$ cat src/rtl/swfr_pkg.sv
// Shared types and constants for the stop-and-wait frame receiver.
package swfr_pkg;

  localparam logic [16:0] ADLER_MOD = 17'd65521;
  localparam int unsigned SUM_W = 16;

  localparam logic [7:0] CH_UPPER_D = 8'h44;
  localparam logic [7:0] CH_LOWER_D = 8'h64;
  localparam logic [7:0] CH_UPPER_P = 8'h50;
  localparam logic [7:0] CH_LOWER_P = 8'h70;
  localparam logic [7:0] CH_ZERO    = 8'h30;
  localparam logic [7:0] CH_TWO     = 8'h32;
  localparam logic [7:0] CH_SPACE   = 8'h20;

  localparam logic [2:0] POS_FULL = 3'd4;

  typedef enum logic {
    REQ_HEADER  = 1'b0,
    REQ_PAYLOAD = 1'b1
  } req_t;

  typedef enum logic [1:0] {
    ACT_ACCEPT    = 2'd0,
    ACT_DUPLICATE = 2'd1,
    ACT_CORRUPT   = 2'd2
  } action_t;

  typedef enum logic [1:0] {
    CLS_SEARCH  = 2'd0,
    CLS_SAVE    = 2'd1,
    CLS_INVALID = 2'd2
  } class_t;

  typedef struct packed {
    logic        req_type;
    logic [31:0] frame_seq;
    logic [31:0] frame_next_seq;
    logic [31:0] frame_checksum;
    logic        empty_payload;
    logic [7:0]  payload_byte;
    logic        last_byte;
  } item_t;

  typedef struct packed {
    logic fire;
    logic is_header;
    logic frame_end;
  } step_t;

endpackage

$ cat src/rtl/swfr_ifs.sv
// Valid/ready channel interfaces for frame items and result items.
interface swfr_in_if;
  logic               valid;
  logic               ready;
  logic               req_type;
  logic signed [31:0] frame_seq;
  logic signed [31:0] frame_next_seq;
  logic        [31:0] frame_checksum;
  logic               empty_payload;
  logic        [7:0]  payload_byte;
  logic               last_byte;

  modport source (
    output valid, req_type, frame_seq, frame_next_seq, frame_checksum,
    output empty_payload, payload_byte, last_byte,
    input  ready
  );
  modport sink (
    input  valid, req_type, frame_seq, frame_next_seq, frame_checksum,
    input  empty_payload, payload_byte, last_byte,
    output ready
  );
endinterface

interface swfr_out_if;
  logic               valid;
  logic               ready;
  logic        [1:0]  action;
  logic signed [31:0] ack_number;
  logic        [1:0]  request_class;
  logic        [1:0]  fuel_type;
  logic        [31:0] computed_checksum;

  modport source (
    output valid, action, ack_number, request_class, fuel_type, computed_checksum,
    input  ready
  );
  modport sink (
    input  valid, action, ack_number, request_class, fuel_type, computed_checksum,
    output ready
  );
endinterface

$ cat src/rtl/swfr_checksum.sv
// Running Adler-32 sums over the payload bytes of one frame.
module swfr_checksum (
  input  logic                clk,
  input  logic                rst,
  input  swfr_pkg::step_t     step,
  input  logic [7:0]          data,
  output logic [31:0]         sum
);
  import swfr_pkg::*;

  logic [SUM_W-1:0] sum_low;
  logic [SUM_W-1:0] sum_high;
  logic [SUM_W-1:0] low_upd;
  logic [SUM_W-1:0] high_upd;
  logic [SUM_W:0]   low_add;
  logic [SUM_W:0]   high_add;

  always_comb begin
    low_add = {1'b0, sum_low} + {9'd0, data};
    if (low_add >= ADLER_MOD) begin
      low_add = low_add - ADLER_MOD;
    end
    low_upd = low_add[SUM_W-1:0];
    high_add = {1'b0, sum_high} + {1'b0, low_upd};
    if (high_add >= ADLER_MOD) begin
      high_add = high_add - ADLER_MOD;
    end
    high_upd = high_add[SUM_W-1:0];
  end

  assign sum = step.is_header ? 32'd1 : {high_upd, low_upd};

  always_ff @(posedge clk) begin
    if (rst) begin
      sum_low  <= 16'd1;
      sum_high <= 16'd0;
    end else if (step.fire) begin
      if (step.is_header || step.frame_end) begin
        sum_low  <= 16'd1;
        sum_high <= 16'd0;
      end else begin
        sum_low  <= low_upd;
        sum_high <= high_upd;
      end
    end
  end

endmodule

$ cat src/rtl/swfr_classify.sv
// Request format check on the first four payload bytes of a frame.
module swfr_classify (
  input  logic                clk,
  input  logic                rst,
  input  swfr_pkg::step_t     step,
  input  logic [7:0]          data,
  output swfr_pkg::class_t    req_class,
  output logic [1:0]          fuel
);
  import swfr_pkg::*;

  logic [2:0] byte_position;
  logic       header_valid;
  logic       is_save;
  logic [1:0] held_fuel;
  logic [2:0] pos_upd;
  logic       valid_upd;
  logic       save_upd;
  logic [1:0] fuel_upd;
  logic       complete;

  always_comb begin
    valid_upd = header_valid;
    save_upd  = is_save;
    fuel_upd  = held_fuel;
    case (byte_position)
      3'd0: begin
        if (data == CH_UPPER_D || data == CH_LOWER_D) begin
          save_upd = 1'b1;
        end else if (data == CH_UPPER_P || data == CH_LOWER_P) begin
          save_upd = 1'b0;
        end else begin
          valid_upd = 1'b0;
        end
      end
      3'd1, 3'd3: begin
        if (data != CH_SPACE) begin
          valid_upd = 1'b0;
        end
      end
      3'd2: begin
        if (data >= CH_ZERO && data <= CH_TWO) begin
          fuel_upd = 2'(data - CH_ZERO);
        end else begin
          valid_upd = 1'b0;
        end
      end
      default: begin
      end
    endcase
    pos_upd  = (byte_position < POS_FULL) ? byte_position + 3'd1 : byte_position;
    complete = valid_upd && (pos_upd >= POS_FULL) && !step.is_header;
    if (!complete) begin
      req_class = CLS_INVALID;
      fuel      = 2'd0;
    end else begin
      req_class = save_upd ? CLS_SAVE : CLS_SEARCH;
      fuel      = fuel_upd;
    end
  end

  always_ff @(posedge clk) begin
    if (rst) begin
      byte_position <= 3'd0;
      header_valid  <= 1'b1;
      is_save       <= 1'b0;
      held_fuel     <= 2'd0;
    end else if (step.fire) begin
      if (step.is_header || step.frame_end) begin
        byte_position <= 3'd0;
        header_valid  <= 1'b1;
        is_save       <= 1'b0;
        held_fuel     <= 2'd0;
      end else begin
        byte_position <= pos_upd;
        header_valid  <= valid_upd;
        is_save       <= save_upd;
        held_fuel     <= fuel_upd;
      end
    end
  end

endmodule

$ cat src/rtl/stop_wait_frame_receiver.sv
// Stop-and-wait receiver: input register, frame decision, result register.
// An accepted transaction waits in the input register until the frame decision takes it;
// an untaken result stalls that decision. A frame's result goes to the result register.
// Throughput is one transaction per cycle while the result register does not stall.
// Synchronous reset clears valid flags, sequence state and running sums.
module stop_wait_frame_receiver (
  input logic       clk,
  input logic       rst,
  swfr_in_if.sink   frame,
  swfr_out_if.source result
);
  import swfr_pkg::*;

  item_t       held;
  logic        held_valid;
  logic [31:0] expected_seq;
  logic [31:0] last_ack;
  logic [31:0] held_next_seq;
  logic [31:0] held_checksum;
  logic        seq_matches;

  logic        is_header;
  logic        produce;
  logic        advance;
  step_t       step;
  logic [31:0] sum;
  class_t      req_class;
  logic [1:0]  fuel;
  logic [31:0] eff_next;
  logic [31:0] eff_checksum;
  logic        eff_match;
  action_t     act;
  logic [31:0] ack;

  logic        out_valid;
  action_t     out_action;
  logic [31:0] out_ack;
  class_t      out_class;
  logic [1:0]  out_fuel;
  logic [31:0] out_sum;

  assign is_header = (held.req_type == REQ_HEADER);
  assign produce   = is_header ? held.empty_payload : held.last_byte;
  assign advance   = held_valid && (!produce || !out_valid || result.ready);
  assign frame.ready = !held_valid || advance;

  assign step.fire      = advance;
  assign step.is_header = is_header;
  assign step.frame_end = produce;

  swfr_checksum u_checksum (
    .clk  (clk),
    .rst  (rst),
    .step (step),
    .data (held.payload_byte),
    .sum  (sum)
  );

  swfr_classify u_classify (
    .clk       (clk),
    .rst       (rst),
    .step      (step),
    .data      (held.payload_byte),
    .req_class (req_class),
    .fuel      (fuel)
  );

  always_comb begin
    eff_next     = is_header ? held.frame_next_seq : held_next_seq;
    eff_checksum = is_header ? held.frame_checksum : held_checksum;
    eff_match    = is_header ? (held.frame_seq == expected_seq) : seq_matches;
    if (!eff_match) begin
      act = ACT_DUPLICATE;
      ack = last_ack;
    end else if (sum != eff_checksum) begin
      act = ACT_CORRUPT;
      ack = last_ack;
    end else begin
      act = ACT_ACCEPT;
      ack = eff_next;
    end
  end

  always_ff @(posedge clk) begin
    if (rst) begin
      held_valid <= 1'b0;
    end else if (frame.ready) begin
      held_valid <= frame.valid;
    end
    if (frame.ready && frame.valid) begin
      held.req_type       <= frame.req_type;
      held.frame_seq      <= frame.frame_seq;
      held.frame_next_seq <= frame.frame_next_seq;
      held.frame_checksum <= frame.frame_checksum;
      held.empty_payload  <= frame.empty_payload;
      held.payload_byte   <= frame.payload_byte;
      held.last_byte      <= frame.last_byte;
    end
  end

  always_ff @(posedge clk) begin
    if (rst) begin
      expected_seq  <= 32'd0;
      last_ack      <= 32'd0;
      held_next_seq <= 32'd0;
      held_checksum <= 32'd0;
      seq_matches   <= 1'b0;
    end else if (advance) begin
      if (is_header) begin
        held_next_seq <= held.frame_next_seq;
        held_checksum <= held.frame_checksum;
        seq_matches   <= eff_match;
      end
      if (produce && act == ACT_ACCEPT) begin
        expected_seq <= eff_next;
        last_ack     <= eff_next;
      end
    end
  end

  always_ff @(posedge clk) begin
    if (rst) begin
      out_valid <= 1'b0;
    end else if (advance && produce) begin
      out_valid <= 1'b1;
    end else if (result.ready) begin
      out_valid <= 1'b0;
    end
    if (advance && produce) begin
      out_action <= act;
      out_ack    <= ack;
      out_class  <= req_class;
      out_fuel   <= fuel;
      out_sum    <= sum;
    end
  end

  assign result.valid             = out_valid;
  assign result.action            = out_action;
  assign result.ack_number        = out_ack;
  assign result.request_class     = out_class;
  assign result.fuel_type         = out_fuel;
  assign result.computed_checksum = out_sum;

endmodule

$ cat src/flat_wrapper.sv
// flat-port wrapper written by rule: the top's interface ports become plain ports
module stop_wait_frame_receiver_flat import swfr_pkg::*;
  (clk, rst, frame_valid, frame_req_type, frame_frame_seq, frame_frame_next_seq, frame_frame_checksum, frame_empty_payload, frame_payload_byte, frame_last_byte, frame_ready, result_valid, result_action, result_ack_number, result_request_class, result_fuel_type, result_computed_checksum, result_ready);
  swfr_in_if frame_i ();
  swfr_out_if result_i ();
  input logic clk;
  input logic rst;
  input wire logic [$bits(frame_i.valid)-1:0] frame_valid;
  input wire logic [$bits(frame_i.req_type)-1:0] frame_req_type;
  input wire logic [$bits(frame_i.frame_seq)-1:0] frame_frame_seq;
  input wire logic [$bits(frame_i.frame_next_seq)-1:0] frame_frame_next_seq;
  input wire logic [$bits(frame_i.frame_checksum)-1:0] frame_frame_checksum;
  input wire logic [$bits(frame_i.empty_payload)-1:0] frame_empty_payload;
  input wire logic [$bits(frame_i.payload_byte)-1:0] frame_payload_byte;
  input wire logic [$bits(frame_i.last_byte)-1:0] frame_last_byte;
  output wire logic [$bits(frame_i.ready)-1:0] frame_ready;
  output wire logic [$bits(result_i.valid)-1:0] result_valid;
  output wire logic [$bits(result_i.action)-1:0] result_action;
  output wire logic [$bits(result_i.ack_number)-1:0] result_ack_number;
  output wire logic [$bits(result_i.request_class)-1:0] result_request_class;
  output wire logic [$bits(result_i.fuel_type)-1:0] result_fuel_type;
  output wire logic [$bits(result_i.computed_checksum)-1:0] result_computed_checksum;
  input wire logic [$bits(result_i.ready)-1:0] result_ready;
  assign frame_i.valid = frame_valid;
  assign frame_i.req_type = frame_req_type;
  assign frame_i.frame_seq = frame_frame_seq;
  assign frame_i.frame_next_seq = frame_frame_next_seq;
  assign frame_i.frame_checksum = frame_frame_checksum;
  assign frame_i.empty_payload = frame_empty_payload;
  assign frame_i.payload_byte = frame_payload_byte;
  assign frame_i.last_byte = frame_last_byte;
  assign frame_ready = frame_i.ready;
  assign result_valid = result_i.valid;
  assign result_action = result_i.action;
  assign result_ack_number = result_i.ack_number;
  assign result_request_class = result_i.request_class;
  assign result_fuel_type = result_i.fuel_type;
  assign result_computed_checksum = result_i.computed_checksum;
  assign result_i.ready = result_ready;
  stop_wait_frame_receiver u_core (.clk(clk), .rst(rst), .frame(frame_i), .result(result_i));
endmodule
$ cat config.mk
export PLATFORM = sky130hd
export DESIGN_NAME = stop_wait_frame_receiver_flat
export DESIGN_NICKNAME = d
export VERILOG_FILES = /design/src/rtl/swfr_pkg.sv /design/src/rtl/swfr_ifs.sv /design/src/rtl/swfr_checksum.sv /design/src/rtl/swfr_classify.sv /design/src/rtl/stop_wait_frame_receiver.sv /design/src/flat_wrapper.sv
export SDC_FILE = /design/constraint.sdc
export NUM_CORES = 1
export LEC_CHECK = 0
export BUFFER_PORTS_ARGS = -buffer_cell sky130_fd_sc_hd__buf_2
export CAP_MARGIN = 20
export CORE_MARGIN = 10
export CORE_UTILIZATION = 45
export CTS_CLUSTER_SIZE = 28
export DETAILED_ROUTE_END_ITERATION = 10
export HOLD_SLACK_MARGIN = 0.15
export PLACE_DENSITY = 0.66
export SLEW_MARGIN = 30
export SYNTH_ARGS = -nofsm -noshare
export SYNTH_HDL_FRONTEND = slang
export SYNTH_SLANG_ARGS = --single-unit
$ cat constraint.sdc
create_clock -name clk -period 13.6 [get_ports clk]
set_input_delay 0.68 -clock clk [delete_from_list [all_inputs] [get_ports clk]]
set_output_delay 0.68 -clock clk [all_outputs]
set_load 0.02 [all_outputs]
Yosys cells after proc, flatten, opt, wreduce, memory -nomap -nowiden
Index checks and enable logic that the tools add are counted.
- ROM bits: 0
- latch bits: 0
- memories: 0
- memory bits (writable): 0
- input bits: 111
- output and inout port bits: 72
- bits in registers: 315
- bitwise operators: 1
- reduce and logical (&&, ||, !) cells: 22
- add/subtract/negate cells: 6
- multiplexer cells: 31
- magnitude comparators: 6
- $mul: 0
- shift-type cells: 0
- divide/modulo/power cells: 0
- equal/unequal tests: 10
- operators with widths (kind ; count):
    two-way mux 32 bit ; 5
    two-way mux 16 bit ; 4
    >= comparator 17 x 16 -> 1 bit (second input constant) ; 2
    == test 32 bit ; 1
    == test 8 x 7 -> 1 bit (second input constant) ; 4
    inequality test 32 bit ; 1
    subtractor 16 bit (second input constant) ; 2
    adder 16 x 16 -> 17 bit ; 1
    adder 16 x 8 -> 17 bit ; 1
    two-way mux 1 bit ; 14
    two-way mux 2 bit ; 5
    >= comparator 8 x 6 -> 1 bit (second input constant) ; 1
    less-or-equal comparator 8 x 6 -> 1 bit (second input constant) ; 1
    inequality test 8 x 6 -> 1 bit (second input constant) ; 1
    logical AND 1 bit ; 7
    == test 3 x 2 -> 1 bit (second input constant) ; 2
    logical OR 1 bit ; 6
    two-way mux 3 bit ; 2
    AND reduction 2 bit ; 2
    adder 3 x 1 -> 3 bit (second input constant) ; 1
    == test 3 x 1 -> 1 bit (second input constant) ; 1
    >= comparator 3 bit (second input constant) ; 1
    logical NOT 1 bit ; 3
    logical NOT 3 bit ; 1
    other kinds (7) ; 7

Depth between registers and ports, before layout
Gate-level depths: netlist of the first run.
- depth in word-level cells: 13
- gate-level depth with buffers: 31
- mapped depth without buffers: 26

Cells and area by module
A second synthesis of the first run with hierarchy kept.
- cells, all modules: 1407
- area total of the unflattened synthesis: 15118.2 um^2
- modules (own cells, without submodules) (module ; area an instance (um^2) ; cells an instance ; times used):
    stop_wait_frame_receiver ; 10775.3 ; 811 ; 1
    swfr_checksum ; 3789.9 ; 525 ; 1
    swfr_classify ; 553.0 ; 71 ; 1

Worst setup path after synthesis of the first run
OpenSTA, ideal clock, no wires.
- kind: register -> register
- from: register u_core.held[1] (netlist bit)
- to: register u_core.out_ack[21], in the netlist u_core.result.ack_number[21] (data pin)
- clock period less this slack: 7793 ps
- data required time: 13340 ps
- data arrival time: 7533 ps
- slack: 5807 ps
- cell stages (with the launch flop): 32
- cell sequence: edfxtp_1 > ha_1 > fa_1 > a211oi_2 > nor3b_1 > nor4_2 > and3_1 > clkbuf_1 > o2111ai_1 > nor4_4 > or2_1 > buf_2 > xnor2_1 > ha_1 > inv_1 > fa_1 > nand3b_1 > and3b_1 > or2_1 > clkbuf_1 > nand4bb_4 > or4_1 > clkbuf_1 > nand2b_1 > a31oi_1 > nand4_1 > nor4_1 > a31oi_1 > nor4_4 > nand3b_2 > buf_6 > mux2_4
- word-level cells in the longest chain between the ends: 10
- elaborated cells on any way between the ends: 12
- classes of those cells: 4 x add/sub; 2 x order compare; 1 x eq/ne; 5 x mux
- ends and longest elaborated chain (what ; RTL line ; RTL):
    start: declaration ; stop_wait_frame_receiver.sv:14 ; item_t held;
    adder 16 x 8 -> 17 bit (*) ; swfr_checksum.sv:19 ; low_add = {1'b0, sum_low} + {9'd0, data};
    subtractor 16 bit or >= comparator 17 x 16 -> 1 bit (tied branches) ; swfr_checksum.sv:21, swfr_checksum.sv:20 ;
    two-way mux 16 bit (*) ; swfr_checksum.sv:20 ; if (low_add >= ADLER_MOD) begin
    adder 16 x 16 -> 17 bit ; swfr_checksum.sv:24 ; high_add = {1'b0, sum_high} + {1'b0, low_upd};
    subtractor 16 bit or >= comparator 17 x 16 -> 1 bit (tied branches) ; swfr_checksum.sv:26, swfr_checksum.sv:25 ;
    two-way mux 16 bit ; swfr_checksum.sv:25 ; if (high_add >= ADLER_MOD) begin
    two-way mux 32 bit (*) ; swfr_checksum.sv:31 ; assign sum = step.is_header ? 32'd1 : {high_upd, low_upd};
    inequality test 32 bit (*) ; stop_wait_frame_receiver.sv:75 ; end else if (sum != eff_checksum) begin
    two-way mux 32 bit (*) ; stop_wait_frame_receiver.sv:75 ;
    two-way mux 32 bit (*) ; stop_wait_frame_receiver.sv:72 ; if (!eff_match) begin
    via u_core.ack[21] ; stop_wait_frame_receiver.sv:33 ; logic [31:0] ack;
    end signal: assignment ; stop_wait_frame_receiver.sv:131 ; out_ack <= ack;
    end: declaration ; stop_wait_frame_receiver.sv:37 ; logic [31:0] out_ack;
Mark *: on every way through the listed nets, which the timed path passes. The rest lies on a longest branch.
A chain may end at the register's enable or synchronous reset.

Final worst setup path of the first run
- from: register u_core.held[1] (netlist bit)
- to: register u_core.last_ack[31]
- word-level cells in the longest chain between the ends: 13
- elaborated cells on any way between the ends: 15
- classes of those cells: 4 x add/sub; 2 x order compare; 1 x eq/ne; 5 x mux; 3 x reduce/logical
- ends and longest elaborated chain (what ; RTL line ; RTL):
    adder 16 x 8 -> 17 bit (*) ; swfr_checksum.sv:19 ;
    subtractor 16 bit or >= comparator 17 x 16 -> 1 bit (tied branches) ; swfr_checksum.sv:21, swfr_checksum.sv:20 ;
    two-way mux 16 bit (*) ; swfr_checksum.sv:20 ;
    adder 16 x 16 -> 17 bit ; swfr_checksum.sv:24 ;
    subtractor 16 bit or >= comparator 17 x 16 -> 1 bit (tied branches) ; swfr_checksum.sv:26, swfr_checksum.sv:25 ;
    two-way mux 16 bit ; swfr_checksum.sv:25 ;
    two-way mux 32 bit (*) ; swfr_checksum.sv:31 ;
    inequality test 32 bit (*) ; stop_wait_frame_receiver.sv:75 ;
    two-way mux 2 bit (*) ; stop_wait_frame_receiver.sv:75 ;
    two-way mux 2 bit (*) ; stop_wait_frame_receiver.sv:72 ;
    logical NOT 2 bit (*) ; stop_wait_frame_receiver.sv:114 ; if (produce && act == ACT_ACCEPT) begin
    logical AND 1 bit (*) ; stop_wait_frame_receiver.sv:114 ;
    AND reduction 2 bit (no source line) (*) ; -- ;
    end signal: assignment ; stop_wait_frame_receiver.sv:116 ; last_ack <= eff_next;
    end: declaration ; stop_wait_frame_receiver.sv:17 ; logic [31:0] last_ack;
Mark *: on every way between the ends. The rest lies on a longest branch, timed or not.

==> results of run 1 <==
critical path, delay by kind of cell (launching register included):
family                   cells  cell delay (ns)
AND/OR/NAND/NOR             12             4.42
AO/OA/AOI/OAI                7             2.78
adder cells (fa/ha/maj)      4             1.37
buffers and inverters        3             0.72
flip-flops                   1             0.46
XOR/XNOR                     1             0.16
flip-flops by register name (all words and copies together), names as in the netlist, 16 cells and up:
name / flops
u_core.last_ack: 32
u_core.u_checksum.sum_high: 16
u_core.result.computed_checksum: 32
u_core.held_checksum: 32
u_core.held: 107
u_core.result.ack_number: 32
u_core.held_next_seq: 32
u_core.u_checksum.sum_low: 16
Yosys cell counts, types with 17 or more instances:
master	number	share of area, %
dfxtp_1	138	17
xnor2_1	44	2.4
nand2_1	196	4.5
and2_1	35	1.3
mux2_2	37	2.6
a21oi_1	117	3.6
nor2_1	111	2.6
nor4b_1	37	2.0
a221oi_1	24	1.3
a22oi_1	34	1.6
o21ai_0	30	0.93
inv_1	57	1.3
nor3_1	29	0.89
nor4_1	22	0.85
edfxtp_1	177	33
mux2_1	23	1.6
ha_1	34	2.6
nand3_1	30	0.93
clkbuf_1	79	1.8
and3_1	17	0.66
xor2_1	38	2.1
power by group:
group,switching (mW),internal (mW)
Combinational,0.148,0.0865
Clock,0.402,0.623
Sequential,0.0228,1.04
Total,0.572,1.75
logic make-up (layout without fill, tap and decap cells):
family                   after synthesis  after routing  share of synthesized area, %
adder cells (fa/ha/maj)               36             36                          2.87
flip-flops                           315            315                          49.8
XOR/XNOR                              83             83                          4.53
buffers and inverters                154            323                          3.80
multiplexers                          79             79                          5.64
AND/OR/NAND/NOR                      566            566                          18.2
AO/OA/AOI/OAI                        350            350                          15.2
worst max path at each step:
stage | cells past startpoint | endpoint | slack (ns) | start
after global placement | 25 | u_core.result.ack_number[5] | 3.32 | u_core.held[1]
final | 27 | u_core.last_ack[31] | 3.52 | u_core.held[1]
after global routing | 26 | u_core.last_ack[22] | 2.82 | u_core.held[1]
after CTS | 27 | u_core.last_ack[31] | 3.65 | u_core.held[1]
after floorplan | 31 | u_core.result.ack_number[21] | 5.81 | u_core.held[1]
after detailed placement | 27 | u_core.last_ack[22] | 3.74 | u_core.held[1]
layer usage:
| layer | up-vias | global-route usage (%) | wire length (um) |
|---|---|---|---|
| met3 | 83 | 3.93 | 3240 |
| met5 | - | 0 | 13 |
| met2 | 439 | 33.8 | 22700 |
| met1 | 6429 | 29.6 | 21900 |
| met4 | 2 | 7.94 | 1530 |
| li1 | 6135 | - | - |
cell type report:
type                            count  area [sq um]  area share [%]
Clock inverter                     16           224            1.19
Timing Repair Buffer              203          1100            5.84
Multi-Input combinational cell   1114          7600            40.4
Inverter                           57           214            1.14
Clock buffer                       47          1010            5.40
Tap cell                          461           577            3.07
Sequential cell                   315          8080            43.0
per-stage QoR:
step,setup slack [ns],utilization (%),cells
global route,2.82,52.9,2213
finish,3.52,52.9,2213
global placement,3.32,49.2,2147
detailed placement,3.74,49.3,2149
floorplan,5.81,-,1583
CTS,3.65,52.8,2212
==> impl_metrics.ini, run 1 <==
[detailed_routing]
viasPerCell = 5.91
wl_per_cell_um = 22.3
ant_nets = 0
routed_wirelength_um = 49400
vias = 13100
drc = 0
first_pass_iters = 5
drtIter0Drc = 1175

[hold_path]
min-delay-start = frame_frame_checksum[13]
hold_path.class = input port to flop
min_path_cells = 1
hold_path_end = u_core.held[23]

[critical_path]
required_ns = 14.04
worstSetupEndpointType = flop
worstPathMaxFanout = 35
r2r_cells = 27
worstSetupStartpointType = flop
ff2ff_setup_slack_ns = 3.52
cp.arrival_ns = 10.52
slowest_stage = nand3_2
critical_path_class = flop to flop
max_stage_delay_ns = 0.82
r2r_end = u_core.last_ack[31]
timing.rr.start = u_core.held[1]

[cells_and_area]
fillCellCount = 3207
mostFrequentLayoutCells = nand2_1, buf_2, edfxtp_1, dfxtp_1, a21oi_1
diodes = 0
drive_above_1_share_pct = 20.3
final_net_count = 1873
final_common_cell = nand2_1
stdcell_area_sq_mm = 0.0188
areaGrowthSynthToFinish_pct = 15.9

[clock_network]
post_cts_buffers = 0
cts_htree_levels = 2
cts_tree = done
ctsResizeCount = 0
clk_pin_slew_worst_paths_ns = 0.06
cts_made_buffers = 35
clk_latency_ns = 0.56
cts_sinks = 315
cts_hold_buf = 0
ctsRootBufferMaster = clkbuf_16
cts_max_path_buffers = 3

[timing]
hold_viol = 0
fin_skew_ns = 0.0239
fmax_mhz = 99.2
fin_tns_setup_ns = 0
drv_slew = 0
finalSetupViolations = 0
worst_pin_slew_ns = 0.939
whs_ns = 0.296
fin_crit_sh_pct = 74.1
rsz0062_at_grt = no
slew_headroom_pct = 37.2
min_period_ns = 10.08

[global_route]
overflow = 0
first_global_vias = 12800
grt.total_usage_pct = 21.7
grt_max_degree = 75
antenna_found_initial = 1
grt_pass1_wl_um = 75800

[power_and_ir_drop]
power_mw = 2.32
powerDensity_mw_per_mm2 = 123
power.leakage_nw = 6.96
vdd_drop_max_uv = 171

[floorplanning]
dieArea_sq_mm = 0.0441
core_sq_mm = 0.0356
core.rowCount = 69
die_w_um = 210
die_y_um = 210
start_util_pct = 45.6
io_pins = 183

[placed_design]
placed_area_sq_mm = 0.0175
port_buffers = 182
gp_congestion = 0.944
place.detailed.hpwl_um = 35400

[flow_run]
cap_violations = 0

[logic_synthesis]
yosys_warnings = 0
syn-num-nets = 1730
yosysSeqAreaShare_pct = 49.8
ys_types = 94
synth-edff-count = 177
avgSynthCellArea_sq_um = 10.3
synth_area_sq_mm = 0.0162
async_reset_ff_share_pct = 0
ys_seq_elements = 315
synthCells = 1583
ys.flop_type = edfxtp_1

[status]
status = completed
No activity file was read; power rests on OpenSTA's default activity.
==> inputs of run 2 (changes only) <==
Settings changed: ABC_AREA set to 1.
Clock period 13.6 ns to 9.4 ns, I/O delays scaled along.
==> run 2 against run 1 <==
Hold slack lost 0.092 ns. Clock skew decreased by 0.0030 ns. Synthesized cell count grew 31%. Routed wire length up 0.77%. Total power is 44% higher. Design area grew 6.5%. Sequential share of layout area down 2.6 points. Non-clock buffer count is 101 higher. Critical path type unchanged. Largest cell class unchanged. Highest routed layer is now met4.
==> impl_metrics.ini, run 2 <==
[status]
status = completed

[logic_synthesis]
yosys.area.top_type = edfxtp_1
syn-num-nets = 2224
ys_seq_elements = 315
synth_area_sq_mm = 0.0165
synthTopCellsByCount = nand2_1, inv_1, edfxtp_1, o21ai_0, nor2_1
synth-edff-count = 177
synthCells = 2077
synth_most_common_cell = nand2_1
yosysSeqAreaShare_pct = 48.9
ys.flop_type = edfxtp_1
yosys_warnings = 0
yosys-top-cells-area = edfxtp_1, dfxtp_1, nand2_1
yosysTopAreaCellShare_pct = 32.2
async_reset_ff_share_pct = 0
avgSynthCellArea_sq_um = 7.95
ys_types = 48

[clock_network]
cts_hold_buf = 107
clk_pin_slew_worst_paths_ns = 0.06
cts_tree = done
ctsRootBufferMaster = clkbuf_16
clk_latency_ns = 0.57
cts_htree_levels = 2
post_cts_buffers = 0
cts_sinks = 315
ctsResizeCount = 0
cts_max_path_buffers = 3
cts_made_buffers = 36

[power_and_ir_drop]
power.leakage_nw = 9.12
seqPwrFrac_pct = 46.2
combPwrFrac_pct = 12.0
power_mw = 3.34
vdd_drop_max_uv = 132
power_switching_mw = 0.857
swShare_pct = 25.7
powerDensity_mw_per_mm2 = 167
p_int_mw = 2.48
clkPwrFrac_pct = 41.8

[placed_design]
place.detailed.hpwl_um = 35100
gp_congestion = 0.947
port_buffers = 182

[critical_path]
r2r_end = u_core.result.ack_number[0]
crit_path_end = u_core.result.ack_number[0]
r2r_cells = 40
ff2ff_setup_slack_ns = 1.97
critical_path_class = flop to flop
worstSetupStartpoint = u_core.held[1]
worstPathMaxFanout = 40
worstSetupStartpointType = flop
cp_common_cell = nand2_1
timing.rr.start = u_core.held[1]
slowest_stage = edfxtp_1
cp.arrival_ns = 7.74
worstSetupEndpointType = flop
max_stage_delay_ns = 0.43
required_ns = 9.71

[flow_run]
cap_violations = 0

[floorplanning]
core_sq_mm = 0.0364
io_pins = 183
dieArea_sq_mm = 0.0448
core.rowCount = 70
die_y_um = 212
die_w_um = 212
start_util_pct = 45.3

[timing]
drv_slew = 0
fmax_mhz = 135
hold_viol = 0
whs_ns = 0.204
fin_tns_setup_ns = 0
slew_headroom_pct = 41.4
worst_pin_slew_ns = 0.879
fin_skew_ns = 0.0209
finalSetupViolations = 0
rsz0062_at_grt = no
fin_crit_sh_pct = 79.0
min_period_ns = 7.43

[cells_and_area]
diodes = 0
final_core_util_pct = 55.0
mostFrequentLayoutCells = nand2_1, inv_1, buf_2, edfxtp_1, o21ai_0
top_register = u_core.held
final_common_cell = nand2_1
largest_reg_flops = 107
final_net_count = 2486
areaGrowthSynthToFinish_pct = 21.3
drive_above_1_share_pct = 15.8

[global_route]
antenna_found_initial = 1
grt_max_degree = 95
grt_pass1_wl_um = 77600
grt.total_usage_pct = 22.1
first_global_vias = 14000
overflow = 0

[detailed_routing]
viasPerCell = 5.12
drtIter0Drc = 1175
wl_per_cell_um = 17.6
routed_wirelength_um = 49800
vias = 14500
first_pass_iters = 5
ant_nets = 0
drc = 0

[hold_path]
hold_path.class = input port to flop
## run 2: changes by cell type after synthesis, sizes merged, moves of 32 or more
| cell | delta |
|---|---|
| a221oi | -34 |
| a22oi | -33 |
| and2 | -32 |
| inv | +278 |
| mux2 | -70 |
| nand2 | +324 |
| nand3 | +112 |
| nand4 | +66 |
| nor2 | +66 |
| nor4b | -37 |
| o21ai | +113 |
| xnor2 | -35 |
## run 2: worst min-delay path by stage
stage | startpoint | end | slack, ns | depth (start not counted)
CTS | result_ready | u_core.result.valid | 0.18 | 4
global route | result_ready | u_core.result.valid | 0.19 | 4
finish | result_ready | u_core.result.valid | 0.20 | 4
floorplan | u_core.held_checksum[27] | u_core.held_checksum[27] | 0.43 | 2
global placement | u_core.held_checksum[22] | u_core.held_checksum[22] | 0.44 | 2
detailed placement | u_core.held_next_seq[26] | u_core.held_next_seq[26] | 0.44 | 2
## run 2: worst max-delay path, delay by kind of cell, from the launching register on
kind	cells	cell delay (ns)
AOI/OAI and AO/OA	1	0.05
xor gates and xnor gates	1	0.31
adders and majority gates	4	1.30
buffers and inverters	5	0.76
DFF	1	0.43
and+or+nand+nor	29	4.29
## run 2: kinds of logic (layout without fill, tap and decap cells)
group           Yosys count  after routing  synth area share (%)
simple gates            967            967                  26.2
buf+inv                 416            706                  9.90
flops                   315            315                  48.9
compound gates          312            312                  10.5
fa+ha+maj                36             36                  2.82
xor+xnor                 31             31                  1.64
## run 2: metal layers
metal	track usage [%]	share of wire, %	up-vias
met5	0	0	-
met4	6.03	2.1	0
met2	36.7	48	358
met3	4.39	5.6	62
met1	28.6	45	6804
li1	-	-	7287
## run 2: per-stage QoR
stage / area (sq um) / setup WS, ns / cells
6_report: 20000 / 1.97 / 2835
4_1_cts: 20000 / 1.98 / 2835
2_1_floorplan: 16500 / 3.74 / 2077
5_1_grt: 20000 / 1.12 / 2835
3_5_place_dp: 17800 / 1.99 / 2662
3_3_place_gp: 17800 / 2.18 / 2662
## run 2: final cells by class
class | count | area [sq um]
inverter | 336 | 1270
clock inverter | 9 | 100
clock buffer | 57 | 1080
sequential | 315 | 8080
timing repair buffer | 304 | 2110
tap | 468 | 586
fill | 3350 | 16400
multi-input combinational | 1346 | 6810
## run 2: power groups by stage
stage | sequential [mW] | clock, mW | combinational (mW)
CTS | 1.54 | 1.42 | 0.399
finish | 1.54 | 1.40 | 0.401
detailed placement | 1.57 | 0 | 0.362
global placement | 1.57 | 0 | 0.358
global route | 1.55 | 1.48 | 0.449
floorplan | 1.58 | 0 | 0.232
